$ cat src/hw/rtl/link_setup_set_ua_handshake_defines.svh
// Assertion macros for the link setup handshake block.
// Included by files that carry concurrent checks; depends on nothing else.
`ifndef LINK_SETUP_SET_UA_HANDSHAKE_DEFINES_SVH
`define LINK_SETUP_SET_UA_HANDSHAKE_DEFINES_SVH
`ifndef ASSERT_OFF
// Check that a condition implies another in the same cycle.
`define LSS_ASSERT_SAME(label, clk, rst_n, a, c) \
	label: assert property (@(posedge clk) disable iff (!rst_n) (a) |-> (c)) \
		else $error("lss check failed");
// Check that a condition implies another in the next cycle.
`define LSS_ASSERT_NEXT(label, clk, rst_n, a, c) \
	label: assert property (@(posedge clk) disable iff (!rst_n) (a) |=> (c)) \
		else $error("lss check failed");
`else
`define LSS_ASSERT_SAME(label, clk, rst_n, a, c)
`define LSS_ASSERT_NEXT(label, clk, rst_n, a, c)
`endif
`endif

$ cat src/hw/rtl/lss_pkg.sv
// Shared types, codes and frame constants for the link setup handshake.
// Used by every module of the block; depends on nothing.
`default_nettype none
package lss_pkg;

	// Frame bytes.
	localparam logic [7:0] FLAG_BYTE = 8'h7E;
	localparam logic [7:0] ADDR_BYTE = 8'h03;
	localparam logic [7:0] CTRL_SET  = 8'h03;
	localparam logic [7:0] CTRL_UA   = 8'h07;

	// Input kinds.
	localparam logic [1:0] KIND_START = 2'd0;
	localparam logic [1:0] KIND_BYTE  = 2'd1;
	localparam logic [1:0] KIND_TICK  = 2'd2;

	// Result events.
	localparam logic [1:0] EV_BYTE = 2'd0;
	localparam logic [1:0] EV_OK   = 2'd1;
	localparam logic [1:0] EV_FAIL = 2'd2;

	// Receive phases of the UA recognizer.
	localparam logic [2:0] PH_NONE  = 3'd0;
	localparam logic [2:0] PH_FLAG  = 3'd1;
	localparam logic [2:0] PH_ADDR  = 3'd2;
	localparam logic [2:0] PH_CTRL  = 3'd3;
	localparam logic [2:0] PH_CHECK = 3'd4;

	// Jobs handed from the front to the back.
	typedef logic [1:0] job_t;
	localparam job_t JOB_FRAME = 2'd0;
	localparam job_t JOB_OK    = 2'd1;
	localparam job_t JOB_FAIL  = 2'd2;

	// Frame length and byte index.
	localparam int FRAME_LEN = 5;
	localparam int IDX_W     = 3;
	localparam logic [IDX_W-1:0] IDX_LAST = IDX_W'(FRAME_LEN - 1);

	// Register map and defaults.
	localparam int PADDR_W = 3;
	localparam logic REG_TIMEOUT = 1'b0;
	localparam logic REG_TRIES   = 1'b1;
	localparam logic [15:0] TIMEOUT_RESET = 16'd3;
	localparam logic [3:0]  TRIES_RESET   = 4'd3;
	localparam logic [3:0]  TRIES_MAX     = 4'd15;

	// Job queue depth.
	localparam int QUEUE_DEPTH = 4;

	// Push request from front to queue.
	typedef struct packed {
		logic push;
		job_t job;
	} push_req_t;

	// Queue status seen by front and back.
	typedef struct packed {
		logic empty;
		logic full;
	} queue_stat_t;

	// Byte of the SET frame at a given position.
	function automatic logic [7:0] frame_byte(input logic [IDX_W-1:0] idx);
		logic [7:0] b;
		case (idx)
			3'd0: b = FLAG_BYTE;
			3'd1: b = ADDR_BYTE;
			3'd2: b = CTRL_SET;
			3'd3: b = ADDR_BYTE ^ CTRL_SET;
			default: b = FLAG_BYTE;
		endcase
		return b;
	endfunction

endpackage
`default_nettype wire

$ cat src/hw/rtl/lss_front.sv
// Front part: accepts input words, runs the handshake state and the UA recognizer.
// Issues frame, success and failure jobs to the queue; depends on lss_pkg.
`default_nettype none
module lss_front (
	input  wire logic                 clk,
	input  wire logic                 arst_n,
	input  wire logic                 in_valid,
	output logic                      in_ready,
	input  wire logic [1:0]           kind,
	input  wire logic [7:0]           rx_byte,
	input  wire logic [15:0]          timeout_ticks,
	input  wire logic [3:0]           max_tries,
	input  wire lss_pkg::queue_stat_t qstat,
	output lss_pkg::push_req_t        preq
);

	logic        mode_q;
	logic [2:0]  phase_q;
	logic [7:0]  check_q;
	logic [3:0]  tries_q;
	logic [15:0] ticks_q;

	logic        mode_n;
	logic [2:0]  phase_n;
	logic [7:0]  check_n;
	logic [3:0]  tries_n;
	logic [15:0] ticks_n;
	logic        take;

	// A word is taken whenever the queue has room.
	assign in_ready = !qstat.full;
	assign take     = in_valid && in_ready;

	// Next state and job for the word at the input.
	always_comb begin
		mode_n    = mode_q;
		phase_n   = phase_q;
		check_n   = check_q;
		tries_n   = tries_q;
		ticks_n   = ticks_q;
		preq.push = 1'b0;
		preq.job  = lss_pkg::JOB_FRAME;
		if (take) begin
			if (kind == lss_pkg::KIND_START) begin
				mode_n    = 1'b1;
				tries_n   = '0;
				ticks_n   = timeout_ticks;
				phase_n   = lss_pkg::PH_NONE;
				check_n   = '0;
				preq.push = 1'b1;
				preq.job  = lss_pkg::JOB_FRAME;
			end else if (mode_q && kind == lss_pkg::KIND_BYTE) begin
				case (phase_q)
					lss_pkg::PH_NONE: begin
						if (rx_byte == lss_pkg::FLAG_BYTE) begin
							phase_n = lss_pkg::PH_FLAG;
							check_n = '0;
						end
					end
					lss_pkg::PH_FLAG: begin
						if (rx_byte == lss_pkg::ADDR_BYTE) begin
							phase_n = lss_pkg::PH_ADDR;
							check_n = check_q ^ rx_byte;
						end else if (rx_byte == lss_pkg::FLAG_BYTE) begin
							phase_n = lss_pkg::PH_FLAG;
							check_n = '0;
						end else begin
							phase_n = lss_pkg::PH_NONE;
						end
					end
					lss_pkg::PH_ADDR: begin
						if (rx_byte == lss_pkg::CTRL_UA) begin
							phase_n = lss_pkg::PH_CTRL;
							check_n = check_q ^ rx_byte;
						end else if (rx_byte == lss_pkg::FLAG_BYTE) begin
							phase_n = lss_pkg::PH_FLAG;
							check_n = '0;
						end else begin
							phase_n = lss_pkg::PH_NONE;
						end
					end
					lss_pkg::PH_CTRL: begin
						if (rx_byte == lss_pkg::FLAG_BYTE) begin
							phase_n = lss_pkg::PH_FLAG;
							check_n = '0;
						end else if (rx_byte == check_q) begin
							phase_n = lss_pkg::PH_CHECK;
						end else begin
							phase_n = lss_pkg::PH_NONE;
						end
					end
					lss_pkg::PH_CHECK: begin
						// Closing flag completes the UA frame.
						if (rx_byte == lss_pkg::FLAG_BYTE) begin
							mode_n    = 1'b0;
							phase_n   = lss_pkg::PH_NONE;
							check_n   = '0;
							ticks_n   = '0;
							preq.push = 1'b1;
							preq.job  = lss_pkg::JOB_OK;
						end
					end
					default: begin
						phase_n = lss_pkg::PH_NONE;
					end
				endcase
			end else if (mode_q && kind == lss_pkg::KIND_TICK) begin
				if (ticks_q > 16'd1) begin
					ticks_n = ticks_q - 16'd1;
				end else begin
					// Timeout: count the try, then resend or give up.
					ticks_n = '0;
					if (tries_q < lss_pkg::TRIES_MAX) begin
						tries_n = tries_q + 4'd1;
					end
					phase_n   = lss_pkg::PH_NONE;
					check_n   = '0;
					preq.push = 1'b1;
					if (tries_n >= max_tries) begin
						mode_n   = 1'b0;
						preq.job = lss_pkg::JOB_FAIL;
					end else begin
						ticks_n  = timeout_ticks;
						preq.job = lss_pkg::JOB_FRAME;
					end
				end
			end
		end
	end

	// Handshake state registers.
	always_ff @(posedge clk or negedge arst_n) begin
		if (!arst_n) begin
			mode_q  <= 1'b0;
			phase_q <= lss_pkg::PH_NONE;
			check_q <= '0;
			tries_q <= '0;
			ticks_q <= '0;
		end else begin
			mode_q  <= mode_n;
			phase_q <= phase_n;
			check_q <= check_n;
			tries_q <= tries_n;
			ticks_q <= ticks_n;
		end
	end

endmodule
`default_nettype wire

$ cat src/hw/rtl/lss_queue.sv
// Short job queue between the front and the back.
// Register array with read and write pointers; depends on lss_pkg.
`default_nettype none
module lss_queue #(
	parameter int DEPTH = lss_pkg::QUEUE_DEPTH
) (
	input  wire logic                 clk,
	input  wire logic                 arst_n,
	input  wire lss_pkg::push_req_t   preq,
	input  wire logic                 pop,
	output lss_pkg::job_t             head,
	output lss_pkg::queue_stat_t      qstat
);

	localparam int PW = (DEPTH > 1) ? $clog2(DEPTH) : 1;
	localparam int CW = $clog2(DEPTH + 1);

	lss_pkg::job_t     mem_q [DEPTH];
	logic [PW-1:0]     wr_ptr_q;
	logic [PW-1:0]     rd_ptr_q;
	logic [CW-1:0]     count_q;
	logic              do_push;
	logic              do_pop;

	assign qstat.empty = (count_q == '0);
	assign qstat.full  = (count_q == CW'(DEPTH));
	assign do_push     = preq.push && !qstat.full;
	assign do_pop      = pop && !qstat.empty;
	assign head        = mem_q[rd_ptr_q];

	// Job storage.
	always_ff @(posedge clk) begin
		if (do_push) begin
			mem_q[wr_ptr_q] <= preq.job;
		end
	end

	// Pointers and fill count.
	always_ff @(posedge clk or negedge arst_n) begin
		if (!arst_n) begin
			wr_ptr_q <= '0;
			rd_ptr_q <= '0;
			count_q  <= '0;
		end else begin
			if (do_push) begin
				wr_ptr_q <= (wr_ptr_q == PW'(DEPTH - 1)) ? '0 : wr_ptr_q + PW'(1);
			end
			if (do_pop) begin
				rd_ptr_q <= (rd_ptr_q == PW'(DEPTH - 1)) ? '0 : rd_ptr_q + PW'(1);
			end
			if (do_push && !do_pop) begin
				count_q <= count_q + CW'(1);
			end else if (do_pop && !do_push) begin
				count_q <= count_q - CW'(1);
			end
		end
	end

endmodule
`default_nettype wire

$ cat src/hw/rtl/lss_back.sv
// Back part: expands queued jobs into result words, one per cycle while out_ready allows.
// Holds the output register; depends on lss_pkg.
`default_nettype none
module lss_back (
	input  wire logic                 clk,
	input  wire logic                 arst_n,
	input  wire lss_pkg::job_t        head,
	input  wire lss_pkg::queue_stat_t qstat,
	output logic                      pop,
	output logic                      out_valid,
	input  wire logic                 out_ready,
	output logic [1:0]                event_res,
	output logic [7:0]                tx_byte,
	output logic                      last
);

	logic [lss_pkg::IDX_W-1:0] idx_q;
	logic                      valid_q;
	logic [1:0]                event_q;
	logic [7:0]                byte_q;
	logic                      last_q;
	logic                      load;
	logic                      take;
	logic [1:0]                ev_n;
	logic [7:0]                byte_n;
	logic                      last_n;

	assign out_valid = valid_q;
	assign event_res = event_q;
	assign tx_byte   = byte_q;
	assign last      = last_q;

	// The output register reloads when empty or being drained.
	assign load = !valid_q || out_ready;
	assign take = load && !qstat.empty;
	assign pop  = take && last_n;

	// Result word for the job at the queue head.
	always_comb begin
		if (head == lss_pkg::JOB_FRAME) begin
			ev_n   = lss_pkg::EV_BYTE;
			byte_n = lss_pkg::frame_byte(idx_q);
			last_n = (idx_q == lss_pkg::IDX_LAST);
		end else begin
			ev_n   = (head == lss_pkg::JOB_OK) ? lss_pkg::EV_OK : lss_pkg::EV_FAIL;
			byte_n = '0;
			last_n = 1'b1;
		end
	end

	// Output word payload.
	always_ff @(posedge clk) begin
		if (take) begin
			event_q <= ev_n;
			byte_q  <= byte_n;
			last_q  <= last_n;
		end
	end

	// Output valid and frame position.
	always_ff @(posedge clk or negedge arst_n) begin
		if (!arst_n) begin
			valid_q <= 1'b0;
			idx_q   <= '0;
		end else begin
			if (load) begin
				valid_q <= take;
			end
			if (take) begin
				idx_q <= last_n ? '0 : idx_q + lss_pkg::IDX_W'(1);
			end
		end
	end

endmodule
`default_nettype wire

$ cat src/hw/rtl/link_setup_set_ua_handshake.sv
// Sender side of a SET/UA link setup handshake. Input words (start, received
// byte, tick) are taken at one per cycle by the front, which runs the timeout,
// try count and UA recognizer and posts jobs into a queue of QUEUE_DEPTH
// entries. The back turns each job into result words at one per cycle while
// out_ready allows: a SET frame is five words, success or failure one. The job
// is registered in the queue and each result word in the output register; the
// input stalls only while the job queue is full.
// Registers: timeout_ticks at byte address 0, max_tries at byte address 4.
`default_nettype none
`include "link_setup_set_ua_handshake_defines.svh"
module link_setup_set_ua_handshake #(
	parameter int QUEUE_DEPTH = lss_pkg::QUEUE_DEPTH
) (
	input  wire logic                        clk,
	input  wire logic                        arst_n,
	input  wire logic                        psel,
	input  wire logic                        penable,
	input  wire logic                        pwrite,
	input  wire logic [lss_pkg::PADDR_W-1:0] paddr,
	input  wire logic [31:0]                 pwdata,
	output logic [31:0]                      prdata,
	output logic                             pready,
	input  wire logic                        in_valid,
	output logic                             in_ready,
	input  wire logic [1:0]                  kind,
	input  wire logic [7:0]                  rx_byte,
	output logic                             out_valid,
	input  wire logic                        out_ready,
	output logic [1:0]                       event_res,
	output logic [7:0]                       tx_byte,
	output logic                             last
);

	logic [15:0]          timeout_q;
	logic [3:0]           tries_max_q;
	logic                 cfg_wr;
	lss_pkg::push_req_t   preq;
	lss_pkg::queue_stat_t qstat;
	lss_pkg::job_t        head;
	logic                 pop;

	// Configuration registers.
	assign pready = 1'b1;
	assign cfg_wr = psel && penable && pwrite;

	always_ff @(posedge clk or negedge arst_n) begin
		if (!arst_n) begin
			timeout_q   <= lss_pkg::TIMEOUT_RESET;
			tries_max_q <= lss_pkg::TRIES_RESET;
		end else if (cfg_wr) begin
			if (paddr[2] == lss_pkg::REG_TIMEOUT) begin
				timeout_q <= pwdata[15:0];
			end else begin
				tries_max_q <= pwdata[3:0];
			end
		end
	end

	// Register read back.
	always_comb begin
		if (paddr[2] == lss_pkg::REG_TIMEOUT) begin
			prdata = {16'd0, timeout_q};
		end else begin
			prdata = {28'd0, tries_max_q};
		end
	end

	// Front, job queue and back.
	lss_front u_front (
		.clk           (clk),
		.arst_n        (arst_n),
		.in_valid      (in_valid),
		.in_ready      (in_ready),
		.kind          (kind),
		.rx_byte       (rx_byte),
		.timeout_ticks (timeout_q),
		.max_tries     (tries_max_q),
		.qstat         (qstat),
		.preq          (preq)
	);

	lss_queue #(
		.DEPTH (QUEUE_DEPTH)
	) u_queue (
		.clk    (clk),
		.arst_n (arst_n),
		.preq   (preq),
		.pop    (pop),
		.head   (head),
		.qstat  (qstat)
	);

	lss_back u_back (
		.clk       (clk),
		.arst_n    (arst_n),
		.head      (head),
		.qstat     (qstat),
		.pop       (pop),
		.out_valid (out_valid),
		.out_ready (out_ready),
		.event_res (event_res),
		.tx_byte   (tx_byte),
		.last      (last)
	);

	// A start always leaves a job in the queue for the back.
	`LSS_ASSERT_NEXT(a_start_queues, clk, arst_n, in_valid && in_ready && kind == lss_pkg::KIND_START, !qstat.empty)
	// Success and failure words are single and so always closing.
	`LSS_ASSERT_SAME(a_event_last, clk, arst_n, out_valid && event_res != lss_pkg::EV_BYTE, last)
	// The closing word of a frame is the flag.
	`LSS_ASSERT_SAME(a_frame_end_flag, clk, arst_n, out_valid && event_res == lss_pkg::EV_BYTE && last, tx_byte == lss_pkg::FLAG_BYTE)

endmodule
`default_nettype wire

$ cat config.mk
export PLATFORM = sky130hd
export DESIGN_NAME = link_setup_set_ua_handshake
export DESIGN_NICKNAME = d
export VERILOG_FILES = /design/src/hw/rtl/lss_pkg.sv /design/src/hw/rtl/lss_front.sv /design/src/hw/rtl/lss_queue.sv /design/src/hw/rtl/lss_back.sv /design/src/hw/rtl/link_setup_set_ua_handshake.sv
export VERILOG_INCLUDE_DIRS = /design/src /design/src/hw/rtl
export SDC_FILE = /design/constraint.sdc
export NUM_CORES = 1
export LEC_CHECK = 0
export BUFFER_PORTS_ARGS = -buffer_cell sky130_fd_sc_hd__buf_4
export CORE_MARGIN = 8
export CORE_UTILIZATION = 45
export DETAILED_ROUTE_END_ITERATION = 16
export GPL_TIMING_DRIVEN = 0
export PLACE_DENSITY = 0.68
export SLEW_MARGIN = 10
export SYNTH_ARGS = -nofsm -noshare
export SYNTH_HDL_FRONTEND = slang
export SYNTH_SLANG_ARGS = --single-unit
$ cat constraint.sdc
create_clock -name clk -period 5.83 [get_ports clk]
set_input_delay 0 -clock clk [delete_from_list [all_inputs] [get_ports clk]]
set_output_delay 0 -clock clk [all_outputs]
set_load 0.02 [all_outputs]
# Word-level counts from Yosys, hierarchy flattened
# Memory sizes are Yosys's and may differ from the RTL's.
# Cells that the tools add are included.
# totals
reg_bits,74
ram_bits,8
out_inout_bits,46
elab_cells,151
n_memories,1
# memory_table
memory,words,width,rd,rd_ports_with_merged_regs,write_ports,line,text
u_queue.mem_q,4,2,1,0,1,lss_queue.sv:18,lss_pkg::job_t mem_q [DEPTH];
# op_classes
add_sub_neg,7
magnitude_cmp,3
eq_ne,26
n_mux,63
bitwise,2
reduce_logical,34
# op_table
operator,n
2-to-1 mux 16 bit,8
2-to-1 mux 3 bit,20
2-to-1 mux 8 bit,7
2-to-1 mux 4 bit,10
case mux 8 bit (3 select lines),1
greater-than comparator 16 x 1 -> 1 bit (second input constant),1
subtractor 16 x 1 -> 16 bit (second input constant),1
case mux 3 bit (5 select lines),1
case mux 7 bit (2 select lines),1
== test 3 x 2 -> 1 bit (second input constant),4
AND reduction 4 bit,3
logical AND 1 bit,11
2-to-1 mux 1 bit,11
== test 3 bit (second input constant),3
== test 8 x 2 -> 1 bit (second input constant),1
== test 8 x 3 -> 1 bit (second input constant),1
== test 8 x 7 -> 1 bit (second input constant),1
== test 8 bit,1
2-to-1 mux 2 bit,4
!= test 4 x 3 -> 1 bit (second input constant),2
bitwise XOR 8 bit,1
adder 3 x 1 -> 3 bit (second input constant),2
== test 2 bit (second input constant),3
== test 3 x 1 -> 1 bit (second input constant),2
22 further kinds,35

# Longest topological paths before layout
# depth
ltp_word,19
ltp_mapped,12
ltp_nobuf,11

# Hierarchy
# A second synthesis with hierarchy kept.
# unflattened
hier_cells,484
area_unflattened_um2,4954.8
# modules_own_cells
module,n_inst,cells_per_inst,area_each_um2
lss_front,1,313,2597.5
link_setup_set_ua_handshake,1,80,1079.8
lss_queue,1,47,755.7
lss_back,1,44,521.8

# Worst setup path before layout
# No wires, ideal clock.
# synth_timing
path_type,reg2reg
from,register u_front.ticks_q[10]
to,register u_queue.count_q[2]
setup_time_ns,0.079
arrival_time_ns,2.586
t_required_ns,5.751
slack_ns,3.165
path_stages_with_launch,12
path_buffers,2
synth_period_minus_slack_ns,2.665
path_cell_list,dfrtp_1 -> or4_1 -> buf_2 -> nor3_1 -> o31a_1 -> buf_2 -> ha_1 -> inv_1 -> fa_1 -> xor2_1 -> nor2_1 -> xor2_1
# synth_between
elab_chain_cells,10
word_cells_on_any_way,12
classes_between,order compare: 1; mux: 6; reduce/logical: 5
# synth_rtl
item,line,text
start: declaration,lss_front.sv:21,logic [15:0] ticks_q;
start signal: assignment,lss_front.sv:144,ticks_q <= ticks_n;
greater-than comparator 16 x 1 -> 1 bit *,lss_front.sv:108,if (ticks_q > 16'd1) begin
2-to-1 mux 3 bit *,lss_front.sv:108,
2-to-1 mux 3 bit *,lss_front.sv:107,end else if (mode_q && kind == lss_pkg::KIND_TICK) begin
2-to-1 mux 3 bit *,lss_front.sv:52,end else if (mode_q && kind == lss_pkg::KIND_BYTE) begin
2-to-1 mux 3 bit *,lss_front.sv:44,if (kind == lss_pkg::KIND_START) begin
2-to-1 mux 3 bit *,lss_front.sv:43,if (take) begin
logical AND 1 bit *,lss_queue.sv:27,assign do_push = preq.push && !qstat.full;
named net u_queue.do_push,lss_queue.sv:22,logic do_push;
zero test 1 bit,lss_queue.sv:53,end else if (do_pop && !do_push) begin
logical AND 1 bit,lss_queue.sv:53,
nonzero test 2 bit (no source line),n/a,
end signal: assignment,lss_queue.sv:52,count_q <= count_q + CW'(1);
end signal: assignment,lss_queue.sv:54,count_q <= count_q - CW'(1);
end: declaration,lss_queue.sv:21,logic [CW-1:0] count_q;
# Mark *: on every way through the listed nets, which the timed path passes. The rest lies on a longest branch.
# A chain may end at the register's enable or synchronous reset.

# Final worst setup path
# layout_timing
from,register u_front.ticks_q[14]
to,register u_queue.count_q[2]
# The elaborated chain is that of the path after synthesis.

==> summary.txt <==
Drt
  – DR pass1 iterations: 5
  – # DRC: 0
  – Routed Antenna Nets: 0
  – Drt wl/cell: 15.2 um
  – Via count: 3713
  – First-iteration detailed-routing DRC count: 213
  – Vias per inst: 5.37
  – Total routed wirelength: 10500 um

Cells and area
  – Area taken by flip-flops and latches: 0.00200 mm2
  – Fillcell total: 873
  – Layout cells sized above 1: 28.6%
  – Utilization after layout: 56.5%
  – Nets: 622
  – Area growth, synth to finish: 22.8%
  – Multi-input gate area: 0.00241 mm2
  – # diodes: 0

Synthesis
  – Flops & latches, synth: 77
  – Asr flop ratio synth: 81.8%
  – Mapped Cells: 447
  – YS warnings: 0
  – Seq/Total Area, Yosys: 42.6%
  – Syn Area/Cell: 10.5 um2
  – Synth Cell Area: 0.00470 mm2
  – Post-synth top flop: dfrtp_1
  – Synth unique cells: 71
  – Number of synthesized flops with an enable pin: 14

GRT
  – Vias in the first global route: 3909
  – Overall routing resource usage: 15.9%
  – Grt total ovfl: 0
  – Initial antenna violation count: 0
  – Largest net degree at the start of global routing: 64
  – First-pass GRT wire length: 18600 um

CTS
  – CTS tree: yes
  – Resize count post-CTS: 0
  – TritonCTS Buffers: 9
  – H-tree Lvls: 3
  – CTS Hold Bufs: 20
  – CTS Sinks: 77
  – Setup Buffers After CTS: 0
  – Root Buffer: clkbuf_8
  – Clk_lat worst skew: 0.37 ns
  – Worst-path clk slew: 0.08 ns
  – Clk buf depth: 2

Floorplanning
  – Die height: 118 um
  – Initial Utilization: 46.0%
  – Ports: 98
  – Core area: 0.0102 mm2
  – Die area: 0.0140 mm2
  – Row count: 37
  – Die width: 118 um

Critical path
  – Crit Path Class: flip-flop to flip-flop
  – Crit-path max FO: 10
  – CP Launch Type: flip-flop
  – Crit-path cells: nor4_2, o2111ai_2, nor3_1, o31a_1, buf_2, ha_1, inv_1, fa_1, xor2_1, nor2_1, xor2_1
  – Most frequent cell on the critical path: xor2_1
  – Critical Path AT: 3.28 ns
  – WP data required: 6.12 ns
  – Max incr delay on CP: 0.47 ns
  – Worst path slowest cell: nor4_2
  – Delay-heaviest family, CP: simple AND/OR/NAND/NOR gates
  – CP endpoint kind: flip-flop
  – Critical path buffers and inverters: 2

Place
  – Port bufs: 57
  – Gpl congestion: 0.902
  – Dpl hpwl: 7820 um

Power
  – Cell Pwr Density: 356 mW/mm2
  – Leakage: 2.46 nW
  – Overall power: 2.05 mW
  – VDD IR max: 0.196 mV

STA
  – Final setup fails: 0
  – Rel. slew slack: 45.8%
  – Max Freq: 0.335 GHz
  – Layout Skew: 0.00536 ns
  – Final period utilization: 51.3%
  – Minimum hold slack: 0.0832 ns
  – Minimum clock period: 2.99 ns
  – Max-slew violations: 0
  – RSZ-0062 raised after global routing: no
  – Fin. Hold Viols: 0
  – Setup_tns: 0 ns
  – Slew of the pin with the lowest slew margin: 0.813 ns

Worst hold path
  – Worst Hold Class: input pin to flip-flop

Run status
  – Status: finished clean

Job
  – Max_cap viols: 0
## flip-flops by register name (all words and copies together) (netlist names), 2 cells and up
signal,flops
timeout_q,16
u_front.ticks_q,16
u_front.check_q,8
u_queue.mem_q,8
tries_max_q,4
u_front.tries_q,4
u_back.idx_q,3
u_back.tx_byte,3
u_front.phase_q,3
u_queue.count_q,3
u_back.event_res,2
u_queue.rd_ptr_q,2
u_queue.wr_ptr_q,2
## worst register-to-register path: stages, from the launching register on
cell	delay, ns
dfrtp_1	0.43
nor4_2	0.47
o2111ai_2	0.33
nor3_1	0.22
o31a_1	0.13
buf_2	0.23
ha_1	0.22
inv_1	0.06
fa_1	0.37
xor2_1	0.17
nor2_1	0.11
xor2_1	0.17
## cells in the mapped netlist, drive strengths merged (4+ instances only)
cell	n	area, um2
a21o	5	37.5
nor3	13	65.1
nand2	18	67.6
inv	22	82.6
nor2b	12	75.1
and2	5	31.3
nor4	5	58.8
a221o	9	91.3
dfstp	4	105
a21boi	5	37.5
or3	7	43.8
ha	18	225
nand4	8	56.3
clkbuf	8	33.8
nand3	11	55.1
mux2	30	338
o21ai	25	125
xnor2	10	87.6
nor4b	4	41.3
dfrtp	59	1480
o31ai	6	45.0
nand2b	4	25.0
a2111oi	6	71.3
edfxtp	14	420
xor2	4	35.0
or4	6	45.0
buf	30	235
nor2	31	116
a21oi	22	114
## per-layer routing
layer / wire [um] / GRT usage, % / vias up
met5: 0 / 0 / -
met4: 114 / 5.36 / 0
met3: 675 / 5.05 / 8
met2: 5120 / 26.4 / 111
met1: 4610 / 19.2 / 1774
li1: - / - / 1820
## cell families (layout without fill, tap and decap cells)
logic type      after synthesis  after routing  share of synthesized area (%)
simple gates                139            139                           17.2
compound gates              101            101                           16.0
flops                        77             77                           42.6
buf+inv                      60            153                           7.48
mux                          35             35                           8.78
fa+ha+maj                    19             19                           5.21
xor+xnor                     14             14                           2.61
other cells                   2             18                          0.160
## area by class of cell
type,instances,area share [%]
tap,136,2.95
inverter,22,1.43
clock buffer,10,2.21
timing repair buffer,77,10.9
clock inverter,6,1.49
buffer,38,4.66
sequential,77,34.7
multi-input combinational,326,41.7
## per-stage QoR
step	instance area, um2	setup slack (ns)	std cells
CTS	5780	2.84	692
detailed placement	5360	2.90	656
finish	5780	2.84	692
global placement	5360	2.89	656
floorplan	4760	3.16	463
global route	5780	2.66	692
## path summary, 6_finish.rpt
path                            cells after the start                       startpoint                              end  slack, ns
worst min register to register                      1   u_queue.count_q[2]$_DFFE_PN0P_   u_queue.count_q[2]$_DFFE_PN0P_       0.49
worst min-delay path                                4                          kind[1]  u_front.ticks_q[15]$_DFFE_PN0P_       0.08
max in group asynchronous                           2                           arst_n   u_front.check_q[2]$_DFFE_PN0P_       5.03
min in group asynchronous                           2                           arst_n        timeout_q[12]$_DFFE_PN0P_       0.27
worst max register to register                     11  u_front.ticks_q[14]$_DFFE_PN0P_   u_queue.count_q[2]$_DFFE_PN0P_       2.84
worst max-delay path                               11  u_front.ticks_q[14]$_DFFE_PN0P_   u_queue.count_q[2]$_DFFE_PN0P_       2.84
## placed cells by master (no fill, tap or decap), types with 3 or more instances in the layout
| master | count |
|---|---|
| a2111oi_0 | 3 |
| a2111oi_2 | 3 |
| a211oi_1 | 3 |
| a21boi_0 | 5 |
| a21o_1 | 5 |
| a21oi_1 | 21 |
| a221o_1 | 8 |
| and2_1 | 5 |
| buf_4 | 82 |
| clkbuf_1 | 8 |
| clkbuf_8 | 9 |
| conb_1 | 18 |
| dfrtp_1 | 59 |
| dfstp_2 | 4 |
| dlygate4sd3_1 | 20 |
| edfxtp_1 | 14 |
| ha_1 | 18 |
| inv_1 | 22 |
| mux2_2 | 30 |
| mux2i_1 | 3 |
| nand2_1 | 18 |
| nand2b_1 | 4 |
| nand3_1 | 11 |
| nand3b_1 | 3 |
| nand4_1 | 7 |
| nor2_1 | 31 |
| nor2b_1 | 12 |
| nor3_1 | 13 |
| nor3b_1 | 3 |
| nor4b_1 | 3 |
| o21ai_0 | 25 |
| o31ai_1 | 6 |
| or3_1 | 7 |
| or4_1 | 6 |
| xnor2_1 | 10 |
| xor2_1 | 4 |
## power breakdown
part           switching, mW  internal (mW)  total [mW]
sequential             0.148          0.694       0.842
clock                  0.207          0.241       0.448
combinational          0.400          0.363       0.763
Note: power is estimated with default switching activity, not from simulation.
